## config.mk

```make
export PLATFORM = sky130hd
export DESIGN_NAME = silence_segment_detector
export DESIGN_NICKNAME = d
export VERILOG_FILES = /design/src/sv/ssd_pkg.sv /design/src/sv/silence_segment_detector.sv /design/src/sv/ssd_seg_core.sv /design/src/sv/ssd_rsp_fifo.sv
export SDC_FILE = /design/constraint.sdc
export NUM_CORES = 1
export LEC_CHECK = 0
export ABC_CLOCK_PERIOD_IN_PS = 22900
export BUFFER_PORTS_ARGS = -buffer_cell sky130_fd_sc_hd__buf_2
export CAP_MARGIN = 15
export CORE_ASPECT_RATIO = 1.1
export CORE_MARGIN = 2
export CORE_UTILIZATION = 64
export DETAILED_ROUTE_END_ITERATION = 7
export PLACE_DENSITY = 0.83
export SETUP_SLACK_MARGIN = 0.3
export SYNTH_ARGS = -nofsm -noshare
export SYNTH_HDL_FRONTEND = slang
export SYNTH_SLANG_ARGS = --single-unit
```

## constraint.sdc

```tcl
create_clock -name clock -period 22.9 [get_ports clock]
set_clock_uncertainty 0.2 [all_clocks]
set_input_delay 3.435 -clock clock [delete_from_list [all_inputs] [get_ports clock]]
set_output_delay 3.435 -clock clock [all_outputs]
set_load 0.01 [all_outputs]
```

## src/sv/ssd_pkg.sv

```systemverilog
// ----------------------------------------------------------------------------
// ssd_pkg
// Shared types and constants for the silence segment detector.
// ----------------------------------------------------------------------------
package ssd_pkg;

   localparam int CSR_INDEX_BITS = 2;
   localparam int RSP_FIFO_DEPTH = 3;

   typedef enum logic [CSR_INDEX_BITS-1:0] {
      CSR_SILENCE_THRESHOLD  = 2'd0,
      CSR_MIN_SILENCE_LENGTH = 2'd1,
      CSR_MIN_ACTIVE_GAP     = 2'd2
   } csr_index_type;

   typedef struct packed {
      logic displace;
      logic flush;
   } emit_type;

endpackage

```

## src/sv/silence_segment_detector.sv

```systemverilog
// ----------------------------------------------------------------------------
// silence_segment_detector
// Finds runs of silent samples and reports merged silence segments.
// ----------------------------------------------------------------------------
// Takes one sample per cycle while req_tready is high. A request is
// registered, then decided against the segment state once the response
// buffer has room; its responses land in this three-entry response buffer,
// whose head drives rsp_*. A request that both displaces a pending segment and
// flushes at end of stream writes two responses; req_tready drops while a
// registered request waits on a buffer with fewer than two free slots after
// this cycle's pop, so sustained throughput is one request per cycle whenever
// responses are taken at the rate they are made. Configuration writes
// are always accepted and registered.
// ----------------------------------------------------------------------------
module silence_segment_detector #(
   parameter int INDEX_BITS  = 24,
   parameter int SAMPLE_BITS = 16
) (
   input  logic clock,
   input  logic reset,

   input  logic                                   req_tvalid,
   output logic                                   req_tready,
   input  logic [((SAMPLE_BITS+7)/8)*8-1:0]       req_tdata,   // sample
   input  logic                                   req_tlast,   // end_of_stream

   output logic                                   rsp_tvalid,
   input  logic                                   rsp_tready,
   output logic [((2*INDEX_BITS+7)/8)*8-1:0]      rsp_tdata,   // seg_start, seg_end
   output logic                                   rsp_tuser,   // final_segment
   output logic                                   rsp_tlast,   // last_of_item

   input  logic                                   csr_valid,
   output logic                                   csr_ready,
   input  logic [ssd_pkg::CSR_INDEX_BITS-1:0]     csr_index,
   input  logic [((SAMPLE_BITS > INDEX_BITS) ? SAMPLE_BITS : INDEX_BITS)-1:0] csr_data
);

   localparam int ENTRY_BITS = 2 * INDEX_BITS + 2;
   localparam int RSP_BITS   = ((2 * INDEX_BITS + 7) / 8) * 8;

   logic [SAMPLE_BITS-1:0] silence_threshold_ff;
   logic [INDEX_BITS-1:0]  min_silence_length_ff;
   logic [INDEX_BITS-1:0]  min_active_gap_ff;

   logic                   in_valid_ff, in_valid_in;
   logic [SAMPLE_BITS-1:0] in_sample_ff;
   logic                   in_eos_ff;

   logic                   req_accept;
   logic                   advance;
   logic                   room_two;

   ssd_pkg::emit_type      emit;
   logic [INDEX_BITS-1:0]  old_start, old_end, new_start, new_end;
   logic [ENTRY_BITS-1:0]  disp_entry, flush_entry;
   logic                   wr0_valid, wr1_valid;
   logic [ENTRY_BITS-1:0]  wr0_data;
   logic [ENTRY_BITS-1:0]  head;

   assign csr_ready  = 1'b1;
   assign req_accept = req_tvalid && req_tready;
   assign advance    = in_valid_ff && room_two;
   assign req_tready = !in_valid_ff || room_two;

   always_comb begin
      in_valid_in = in_valid_ff;
      if (req_accept) begin
         in_valid_in = 1'b1;
      end else if (advance) begin
         in_valid_in = 1'b0;
      end
   end

   always_ff @(posedge clock) begin
      if (reset) begin
         in_valid_ff <= 1'b0;
      end else begin
         in_valid_ff <= in_valid_in;
      end
   end

   always_ff @(posedge clock) begin
      if (req_accept) begin
         in_sample_ff <= req_tdata[SAMPLE_BITS-1:0];
         in_eos_ff    <= req_tlast;
      end
   end

   always_ff @(posedge clock) begin
      if (reset) begin
         silence_threshold_ff  <= '0;
         min_silence_length_ff <= '0;
         min_active_gap_ff     <= '0;
      end else if (csr_valid && csr_ready) begin
         case (csr_index)
            ssd_pkg::CSR_SILENCE_THRESHOLD: begin
               silence_threshold_ff <= csr_data[SAMPLE_BITS-1:0];
            end
            ssd_pkg::CSR_MIN_SILENCE_LENGTH: begin
               min_silence_length_ff <= csr_data[INDEX_BITS-1:0];
            end
            ssd_pkg::CSR_MIN_ACTIVE_GAP: begin
               min_active_gap_ff <= csr_data[INDEX_BITS-1:0];
            end
            default: begin
            end
         endcase
      end
   end

   ssd_seg_core #(
      .INDEX_BITS (INDEX_BITS),
      .SAMPLE_BITS(SAMPLE_BITS)
   ) u_core (
      .clock             (clock),
      .reset             (reset),
      .step              (advance),
      .sample            (in_sample_ff),
      .end_of_stream     (in_eos_ff),
      .silence_threshold (silence_threshold_ff),
      .min_silence_length(min_silence_length_ff),
      .min_active_gap    (min_active_gap_ff),
      .emit              (emit),
      .old_start         (old_start),
      .old_end           (old_end),
      .new_start         (new_start),
      .new_end           (new_end)
   );

   // entry layout from lsb: start, end, final, last
   assign disp_entry  = {!emit.flush, 1'b0, old_end, old_start};
   assign flush_entry = {1'b1, 1'b1, new_end, new_start};
   assign wr0_valid   = advance && (emit.displace || emit.flush);
   assign wr1_valid   = advance && emit.displace && emit.flush;
   assign wr0_data    = emit.displace ? disp_entry : flush_entry;

   ssd_rsp_fifo #(
      .WIDTH(ENTRY_BITS)
   ) u_rsp_fifo (
      .clock    (clock),
      .reset    (reset),
      .wr0_valid(wr0_valid),
      .wr0_data (wr0_data),
      .wr1_valid(wr1_valid),
      .wr1_data (flush_entry),
      .rd_ready (rsp_tready),
      .rd_valid (rsp_tvalid),
      .rd_data  (head),
      .room_two (room_two)
   );

   assign rsp_tdata = RSP_BITS'(head[2*INDEX_BITS-1:0]);
   assign rsp_tuser = head[2*INDEX_BITS];
   assign rsp_tlast = head[2*INDEX_BITS+1];

endmodule

```

## src/sv/ssd_seg_core.sv

```systemverilog
// ----------------------------------------------------------------------------
// ssd_seg_core
// Segment tracking state and the per-sample close, keep and merge decisions.
// ----------------------------------------------------------------------------
module ssd_seg_core #(
   parameter int INDEX_BITS  = 24,
   parameter int SAMPLE_BITS = 16
) (
   input  logic                   clock,
   input  logic                   reset,
   input  logic                   step,
   input  logic [SAMPLE_BITS-1:0] sample,
   input  logic                   end_of_stream,
   input  logic [SAMPLE_BITS-1:0] silence_threshold,
   input  logic [INDEX_BITS-1:0]  min_silence_length,
   input  logic [INDEX_BITS-1:0]  min_active_gap,
   output ssd_pkg::emit_type      emit,
   output logic [INDEX_BITS-1:0]  old_start,
   output logic [INDEX_BITS-1:0]  old_end,
   output logic [INDEX_BITS-1:0]  new_start,
   output logic [INDEX_BITS-1:0]  new_end
);

   logic [INDEX_BITS-1:0] sample_index_ff, sample_index_in;
   logic                  in_silence_ff, in_silence_in;
   logic [INDEX_BITS-1:0] run_start_ff, run_start_in;
   logic                  pending_valid_ff, pending_valid_in;
   logic [INDEX_BITS-1:0] pending_start_ff, pending_start_in;
   logic [INDEX_BITS-1:0] pending_end_ff, pending_end_in;

   logic                  silent;
   logic                  keep;
   logic                  merge;
   logic                  pv_next;
   logic [INDEX_BITS-1:0] run_len;
   logic [INDEX_BITS-1:0] gap;

   always_comb begin
      silent  = sample < silence_threshold;
      run_len = sample_index_ff - run_start_ff;
      gap     = run_start_ff - pending_end_ff;
      keep    = !silent && in_silence_ff && (run_len > min_silence_length);
      merge   = keep && pending_valid_ff && (gap < min_active_gap);
      pv_next = pending_valid_ff || keep;

      pending_start_in = pending_start_ff;
      pending_end_in   = pending_end_ff;
      if (keep) begin
         pending_end_in = sample_index_ff;
         if (!merge) begin
            pending_start_in = run_start_ff;
         end
      end

      run_start_in = run_start_ff;
      if (silent && !in_silence_ff) begin
         run_start_in = sample_index_ff;
      end

      in_silence_in    = silent && !end_of_stream;
      pending_valid_in = pv_next && !end_of_stream;
      sample_index_in  = end_of_stream ? '0 : sample_index_ff + 1'b1;

      emit.displace = keep && pending_valid_ff && !merge;
      emit.flush    = end_of_stream && pv_next;
   end

   assign old_start = pending_start_ff;
   assign old_end   = pending_end_ff;
   assign new_start = pending_start_in;
   assign new_end   = pending_end_in;

   always_ff @(posedge clock) begin
      if (reset) begin
         sample_index_ff  <= '0;
         in_silence_ff    <= 1'b0;
         run_start_ff     <= '0;
         pending_valid_ff <= 1'b0;
         pending_start_ff <= '0;
         pending_end_ff   <= '0;
      end else if (step) begin
         sample_index_ff  <= sample_index_in;
         in_silence_ff    <= in_silence_in;
         run_start_ff     <= run_start_in;
         pending_valid_ff <= pending_valid_in;
         pending_start_ff <= pending_start_in;
         pending_end_ff   <= pending_end_in;
      end
   end

endmodule

```

## src/sv/ssd_rsp_fifo.sv

```systemverilog
// ----------------------------------------------------------------------------
// ssd_rsp_fifo
// Small response buffer taking up to two entries per cycle, one out.
// ----------------------------------------------------------------------------
module ssd_rsp_fifo #(
   parameter int WIDTH = 50
) (
   input  logic             clock,
   input  logic             reset,
   input  logic             wr0_valid,
   input  logic [WIDTH-1:0] wr0_data,
   input  logic             wr1_valid,
   input  logic [WIDTH-1:0] wr1_data,
   input  logic             rd_ready,
   output logic             rd_valid,
   output logic [WIDTH-1:0] rd_data,
   output logic             room_two
);

   localparam int DEPTH    = ssd_pkg::RSP_FIFO_DEPTH;
   localparam int PTR_BITS = $clog2(DEPTH);
   localparam int CNT_BITS = $clog2(DEPTH + 1);
   localparam logic [PTR_BITS-1:0] LAST_PTR = PTR_BITS'(DEPTH - 1);

   logic [WIDTH-1:0]    data_ff [DEPTH];
   logic [PTR_BITS-1:0] wr_ptr_ff, wr_ptr_in;
   logic [PTR_BITS-1:0] rd_ptr_ff, rd_ptr_in;
   logic [CNT_BITS-1:0] count_ff, count_in;
   logic [PTR_BITS-1:0] wr_ptr_next;
   logic                pop;
   logic [CNT_BITS-1:0] count_after_pop;

   always_comb begin
      pop             = rd_ready && (count_ff != '0);
      count_after_pop = count_ff - CNT_BITS'(pop);
      room_two        = count_after_pop <= CNT_BITS'(DEPTH - 2);
      wr_ptr_next     = (wr_ptr_ff == LAST_PTR) ? '0 : wr_ptr_ff + 1'b1;

      wr_ptr_in = wr_ptr_ff;
      if (wr0_valid && wr1_valid) begin
         wr_ptr_in = (wr_ptr_next == LAST_PTR) ? '0 : wr_ptr_next + 1'b1;
      end else if (wr0_valid) begin
         wr_ptr_in = wr_ptr_next;
      end

      rd_ptr_in = rd_ptr_ff;
      if (pop) begin
         rd_ptr_in = (rd_ptr_ff == LAST_PTR) ? '0 : rd_ptr_ff + 1'b1;
      end

      count_in = count_after_pop + CNT_BITS'(wr0_valid) + CNT_BITS'(wr1_valid);
   end

   assign rd_valid = count_ff != '0;
   assign rd_data  = data_ff[rd_ptr_ff];

   always_ff @(posedge clock) begin
      if (reset) begin
         wr_ptr_ff <= '0;
         rd_ptr_ff <= '0;
         count_ff  <= '0;
      end else begin
         wr_ptr_ff <= wr_ptr_in;
         rd_ptr_ff <= rd_ptr_in;
         count_ff  <= count_in;
      end
   end

   always_ff @(posedge clock) begin
      if (wr0_valid) begin
         data_ff[wr_ptr_ff] <= wr0_data;
      end
      if (wr0_valid && wr1_valid) begin
         data_ff[wr_ptr_next] <= wr1_data;
      end
   end

endmodule

```

==> results.toml, run 1 <==
[yosys]
synthSimpleGateAreaFrac = 0.136
synth_compound_gate_area_share = 0.184
yosys_most_used_dff = "dfxtp_1"
area_share_of_the_largest_cell_type_after_synthesis = 0.270
cell_types_occupying_the_most_area_after_synthesis = "edfxtp_1 (27%), dfxtp_1 (20%), ha_1 (7.8%), a22o_1 (7.1%), nand2_1 (6.8%)"
postSynthAreaPerCell_sq_um = 9.60
synth_xor_area_frac = 0.0304
yosys.area_share.adder = 0.0799
synth_edf_count = 161
ys_async_sr_fraction = 0
synth.yosys.seq_area_share = 0.469
syn-cell-area_sq_mm = 0.0179
synth_cells = 1862
post_synth_mux_area_share = 0.0438
dominant_combinational_cell_family_by_area_after_synthesis = "compound AO/OA/AOI/OAI gates"
synth.distinct_cells = 79
postSynthNetCount = 2023
yosysTopAreaCell = "edfxtp_1"
synth_seq_cells = 338
synth_warnings = 0

[placement]
gp_congestion = 0.924
hpwlAfterDp_mm = 28.9
dpl_worst_slack_ns = 14.69
io_buffer_count = 99
placed_area_sq_mm = 0.0184
placed_cells_incl_taps = 2227

[pwr]
switching_share = 0.235
clkPwrFrac = 0.437
power.sequential.fraction = 0.473
power_uw = 1360
powerDensity_mw_per_mm2 = 69.4
max-vdd-ir-drop_uv = 59.9
leakage_power_summed_over_all_cells_uw = 0.00709
internal_power_uw = 1040
p_sw_uw = 320
comb_power_share = 0.090

[status]
outcome = "finished clean"

[critical_path]
start_kind = "primary input"
cp_data_arrival_time_ns = 4.60
critPathRequiredTime_ns = 19.27
setup.worst_path.class = "primary input to output pin"
critical_path.reg2reg.startpoint = "u_core.run_start_ff[0]$_SDFFE_PP0P_"
setup.reg_to_reg.worst_slack_ns = 15.56
largest_fanout_on_the_critical_path = 5
critPathCaptureType = "output pin"
cp-startpoint = "rsp_tready"

[detailed_routing]
ant_nets = 0
drt-pass1-iter-count = 7
avgViaCountPerCell = 6.16
route.detailed.wl_per_inst_um = 18.8
remaining_drc_errors = 0
routed_wl_mm = 43.2
route.vias.total = 14136
first_iter_violations = 1283

[sta]
final-max-slew-violation-count = 0
hold_violations = 0
finalSetupViolCount = 0
post-route-min-period_ns = 8.24
fmax_ghz = 0.121
worst_slew_margin_rel = 0.171
worst_slack_ns = 14.66
worst_pin_slew_ns = 1.24
final.period_utilization = 0.360
rsz0062_at_grt = "no"
totalNegativeSetupSlack_ns = 0

[cts]
clock_sinks = 338
post-cts-setup-buffers = 0
clk-insertion-delay-late_ns = 0.52
post_cts.resized_instances = 0
ctsHoldBuffers = 0
tritoncts_clock_tree = "yes"
cts_clk_pin_slew_worst_paths_ns = 0.06
h-tree-depth = 2
cts_made_buffers = 36
root_buffer = "clkbuf_16"
clockBufferDepth = 3

[floorplanning]
io_pins = 101
die_outline_width_um = 163
floorplan.rows = 64
die_extent_in_y_um = 179
core-area_sq_mm = 0.0276
fp.dieArea_sq_mm = 0.0293
initial_utilization = 0.647

[global_route]
initial_antenna_violation_count = 0
first_global_vias = 13728
grt_max_degree = 101
grt.total_usage = 0.296
grt-ovfl-total = 0
grt_first_pass_wirelength_mm = 68.9

[run]
cap_violations = 0

[worst_hold_path]
worstHoldPathType = "flip-flop to flip-flop"
timing.hold.worst.start = "min_active_gap_ff[8]$_SDFFE_PP0P_"

[final_layout]
layout-area-overhead-vs-synth_pct = 9.97
finish.net_count = 2065
stdcell_count = 2294
fraction_of_layout_instances_using_a_drive_strength_above_1 = 0.106
final_area_sq_mm = 0.0197
n_antenna_cell = 0
layout make-up:
| type | instances | area (sq um) |
|---|---|---|
| Multi-Input combinational cell | 1289 | 8520 |
| Inverter | 125 | 469 |
| Sequential cell | 338 | 8380 |
| Tap cell | 363 | 454 |
| Clock buffer | 50 | 983 |
| Fill cell | 2005 | 7970 |
| Timing Repair Buffer | 114 | 626 |
| Clock inverter | 15 | 226 |
power by group through the flow:
stage	registers (uW)	clock network [uW]	logic (uW)
global placement	657	0	119
floorplan	653	0	82.4
finish	644	596	123
CTS	644	600	123
global route	645	625	135
detailed placement	657	0	121
worst max-delay path: stages:
cell and delay (ns):
buf_2 0.09, nand2_1 0.14, inv_1 0.09, ha_1 0.21
xor2_1 0.28, nand2_1 0.17, buf_2 0.17
synth_stat cells (4+ instances only):
cell type and instances:
nand2_1 323, dfxtp_1 177, a21oi_1 175, edfxtp_1 161
a22o_1 144, inv_1 124, ha_1 111, nor2_1 98
clkbuf_1 76, mux2i_1 76, o21ai_0 76, xor2_1 32
xnor2_1 30, a21o_1 24, nand3_1 23, nand4_1 15
nor3_1 13, buf_2 12, nand2b_1 12, and3_1 11
buf_6 11, buf_4 10, o21a_1 8, a31oi_1 7
o211ai_1 7, a211oi_1 6, and2_1 5, nor2b_1 5
or3_1 5, nand3b_1 4, nor3_4 4, nor3b_1 4
or2_2 4
stage by stage:
| step | utilization | hold WS, ns |
|---|---|---|
| 2_1_floorplan | - | 0.232 |
| 3_3_place_gp | 0.667 | 0.243 |
| 3_5_place_dp | 0.667 | 0.246 |
| 4_1_cts | 0.711 | 0.255 |
| 5_1_grt | 0.712 | 0.267 |
| 6_report | 0.712 | 0.253 |
state kept, by name, indices dropped and copies added (netlist names), 16 cells and up, named ones only:
name                    cells
in_sample_ff               16
min_active_gap_ff          24
min_silence_length_ff      24
silence_threshold_ff       16
u_core.old_end             24
u_core.old_start           24
u_core.run_start_ff        24
u_core.sample_index_ff     24
u_rsp_fifo.data_ff        150
per-layer routing:
metal  global-route usage  wire, um  share of wire
met1                0.371     17400           0.40
met2                0.524     21300           0.49
met3               0.0382      2990          0.069
met4                0.111      1550          0.036
met5                    0         0              0
layout by cell type (no fill, tap or decap), drive strengths merged, types with 23 or more instances in the layout:
master,n
nand2,323
dfxtp,177
a21oi,175
edfxtp,161
a22o,144
inv,127
buf,114
ha,111
nor2,101
o21ai,81
mux2i,76
clkbuf,50
xor2,32
xnor2,30
a21o,24
nand3,23
cells by family (layout without fill, tap and decap cells):
family | after synthesis | in the layout
AOI/OAI and AO/OA | 486 | 486
xor gates and xnor gates | 62 | 62
adders and majority gates | 113 | 113
buffers and inverters | 235 | 304
DFF | 338 | 338
muxes | 78 | 78
other | 1 | 1
and+or+nand+nor | 549 | 549
worst paths after layout:
path,cells past startpoint,end
max,7,req_tready
max reg2reg,22,u_rsp_fifo.data_ff[1][29]$_DFFE_PP_
min reg2reg,2,min_active_gap_ff[8]$_SDFFE_PP0P_
min,2,min_active_gap_ff[8]$_SDFFE_PP0P_
No activity file was read; power rests on OpenSTA's default activity.
==> run 2: changes to the inputs <==
--- a/config.mk
+++ b/config.mk
@@ -5,14 +5,14 @@
 export SDC_FILE = /design/constraint.sdc
 export NUM_CORES = 1
 export LEC_CHECK = 0
-export ABC_CLOCK_PERIOD_IN_PS = 22900
+export ABC_CLOCK_PERIOD_IN_PS = 7600
 export BUFFER_PORTS_ARGS = -buffer_cell sky130_fd_sc_hd__buf_2
 export CAP_MARGIN = 15
 export CORE_ASPECT_RATIO = 1.1
 export CORE_MARGIN = 2
-export CORE_UTILIZATION = 64
+export CORE_UTILIZATION = 62
 export DETAILED_ROUTE_END_ITERATION = 7
-export PLACE_DENSITY = 0.83
+export PLACE_DENSITY = 0.81
 export SETUP_SLACK_MARGIN = 0.3
 export SYNTH_ARGS = -nofsm -noshare
 export SYNTH_HDL_FRONTEND = slang
==> constraint.sdc (replaced) <==
create_clock -name clock -period 7.6 [get_ports clock]
set_clock_uncertainty 0.2 [all_clocks]
set_input_delay 1.14 -clock clock [delete_from_list [all_inputs] [get_ports clock]]
set_output_delay 1.14 -clock clock [all_outputs]
set_load 0.01 [all_outputs]
==> results.toml, run 2 (synthesis gave the netlist of run 1 again) <==
[placement]
io_buffer_count = 99
gp_congestion = 0.901
placed_cells_incl_taps = 2237
hpwlAfterDp_mm = 30.3

[detailed_routing]
first_iter_violations = 1321
ant_nets = 0
routed_wl_mm = 44.3
drt-pass1-iter-count = 6
avgViaCountPerCell = 6.07
route.detailed.wl_per_inst_um = 19.2
remaining_drc_errors = 0
route.vias.total = 13956

[floorplanning]
core-area_sq_mm = 0.0285
die_extent_in_y_um = 182
die_outline_width_um = 166
io_pins = 101
fp.dieArea_sq_mm = 0.0302
floorplan.rows = 65
initial_utilization = 0.626

[sta]
finalSetupViolCount = 0
hold_violations = 0
worst_slew_margin_rel = 0.199
post-route-min-period_ns = 6.71
final.period_utilization = 0.883
rsz0062_at_grt = "no"
fmax_ghz = 0.149
totalNegativeSetupSlack_ns = 0
final-max-slew-violation-count = 0
worst_pin_slew_ns = 1.20

[final_layout]
multi_input_area_sq_mm = 0.00851
layout.cells.most_common_list = "nand2_1 (322), a21oi_1 (175), dfxtp_1 (175), edfxtp_1 (161), a22o_1 (144)"
fillerInstances = 2215
fraction_of_layout_instances_using_a_drive_strength_above_1 = 0.108
stdcell_count = 2300
layout.core_utilization = 0.685
largest_register_ffs = 150
most_common_cell_after_layout_fill_and_taps_aside = "nand2_1"
largest-register = "u_rsp_fifo.data_ff"
sequential_cell_area_sq_mm = 0.00838
finish.net_count = 2068
layout-area-overhead-vs-synth_pct = 9.42
n_antenna_cell = 0

[critical_path]
cp_num_buf_inv = 3
crit_family = "compound AO/OA/AOI/OAI gates"
timing.critical_path.cells = "inv_1, ha_1, inv_1, fa_1, a211oi_1, nor2_1, o31ai_1, o21bai_1, o41a_1, nand4_1, and3_1, or4_1, o211ai_1, ha_1, nand4_1, nor4_1, o311a_1, o21ai_2, nor3_2, o21ai_2, o21ai_4, buf_4"
critPathRequiredTime_ns = 7.57
cp_slowest_cell = "o21ai_4"
largest_fanout_on_the_critical_path = 25
start_kind = "flip-flop"
critPathCaptureType = "flip-flop"
cp_slowest_stage_delay_ns = 0.81
cp_data_arrival_time_ns = 6.68
setup.worst_path.class = "flip-flop to flip-flop"

[cts]
post_cts.resized_instances = 0
post-cts-setup-buffers = 0
cts_made_buffers = 35
cts_clk_pin_slew_worst_paths_ns = 0.07
root_buffer = "clkbuf_16"
clockBufferDepth = 3
h-tree-depth = 2
clk-insertion-delay-late_ns = 0.53
tritoncts_clock_tree = "yes"
clock_sinks = 338
ctsHoldBuffers = 0

[pwr]
leakage_power_summed_over_all_cells_uw = 0.00706
power.sequential.fraction = 0.490
clkPwrFrac = 0.416
power_uw = 3960
powerDensity_mw_per_mm2 = 202
comb_power_share = 0.094
max-vdd-ir-drop_uv = 208
switching_share = 0.241
p_sw_uw = 951
internal_power_uw = 3000

[global_route]
grt_first_pass_wirelength_mm = 70.9
grt.total_usage = 0.292
grt-ovfl-total = 0
first_global_vias = 13786
grt_max_degree = 101
initial_antenna_violation_count = 0

[run]
cap_violations = 0

[status]
outcome = "finished clean"

[worst_hold_path]
worstHoldPathType = "flip-flop to flip-flop"
[run 2: through the flow]
stage	setup WS (ns)	instance area, sq um	hold slack (ns)
after floorplan	0.543	17900	0.232
after global placement	1.07	18500	0.243
after detailed placement	0.940	18500	0.248
after CTS	0.914	19500	0.256
after global routing	0.425	19600	0.272
final	0.892	19600	0.254
[run 2: final cells by class]
class | instances | area share
clock inverter | 15 | 0.00544
tap | 368 | 0.0235
clock buffer | 47 | 0.0502
timing repair buffer | 118 | 0.0331
sequential | 338 | 0.428
multi-input combinational | 1289 | 0.435
inverter | 125 | 0.0240
[run 2: per-layer routing]
metal  part of all wire  vias to the layer above  track usage
li1                   -                     6692            -
met3              0.077                       75       0.0481
met1               0.41                     6658        0.373
met2               0.49                      531        0.509
met4              0.026                        0       0.0925
met5                  0                        -            0
[run 2: worst reg2reg max path, cell delays in order (launching register included)]
cell and delay [ns]:
dfxtp_1 0.38, inv_1 0.09, ha_1 0.16, inv_1 0.05
fa_1 0.42, a211oi_1 0.27, nor2_1 0.12, o31ai_1 0.46
o21bai_1 0.23, o41a_1 0.36, nand4_1 0.15, and3_1 0.19
or4_1 0.12, o211ai_1 0.09, ha_1 0.33, nand4_1 0.14
nor4_1 0.30, o311a_1 0.25, o21ai_2 0.15, nor3_2 0.33
o21ai_2 0.27, o21ai_4 0.81, buf_4 0.48
[run 2: path summary, 6_finish.rpt]
| check | cells past startpoint | endpoint | startpoint | slack (ns) |
|---|---|---|---|---|
| max | 22 | u_rsp_fifo.data_ff[1][33]$_DFFE_PP_ | u_core.run_start_ff[0]$_SDFFE_PP0P_ | 0.89 |
| min | 2 | min_active_gap_ff[19]$_SDFFE_PP0P_ | min_active_gap_ff[19]$_SDFFE_PP0P_ | 0.25 |
| max reg2reg | 22 | u_rsp_fifo.data_ff[1][33]$_DFFE_PP_ | u_core.run_start_ff[0]$_SDFFE_PP0P_ | 0.89 |
| min reg2reg | 2 | min_active_gap_ff[19]$_SDFFE_PP0P_ | min_active_gap_ff[19]$_SDFFE_PP0P_ | 0.25 |
[run 2: power groups by stage]
stage / combinational [uW] / sequential, uW / clock, uW
after floorplan: 248 / 1970 / 0
after global placement: 366 / 1970 / 0
after detailed placement: 373 / 1980 / 0
after CTS: 375 / 1940 / 1660
after global routing: 412 / 1940 / 1730
final: 373 / 1940 / 1650
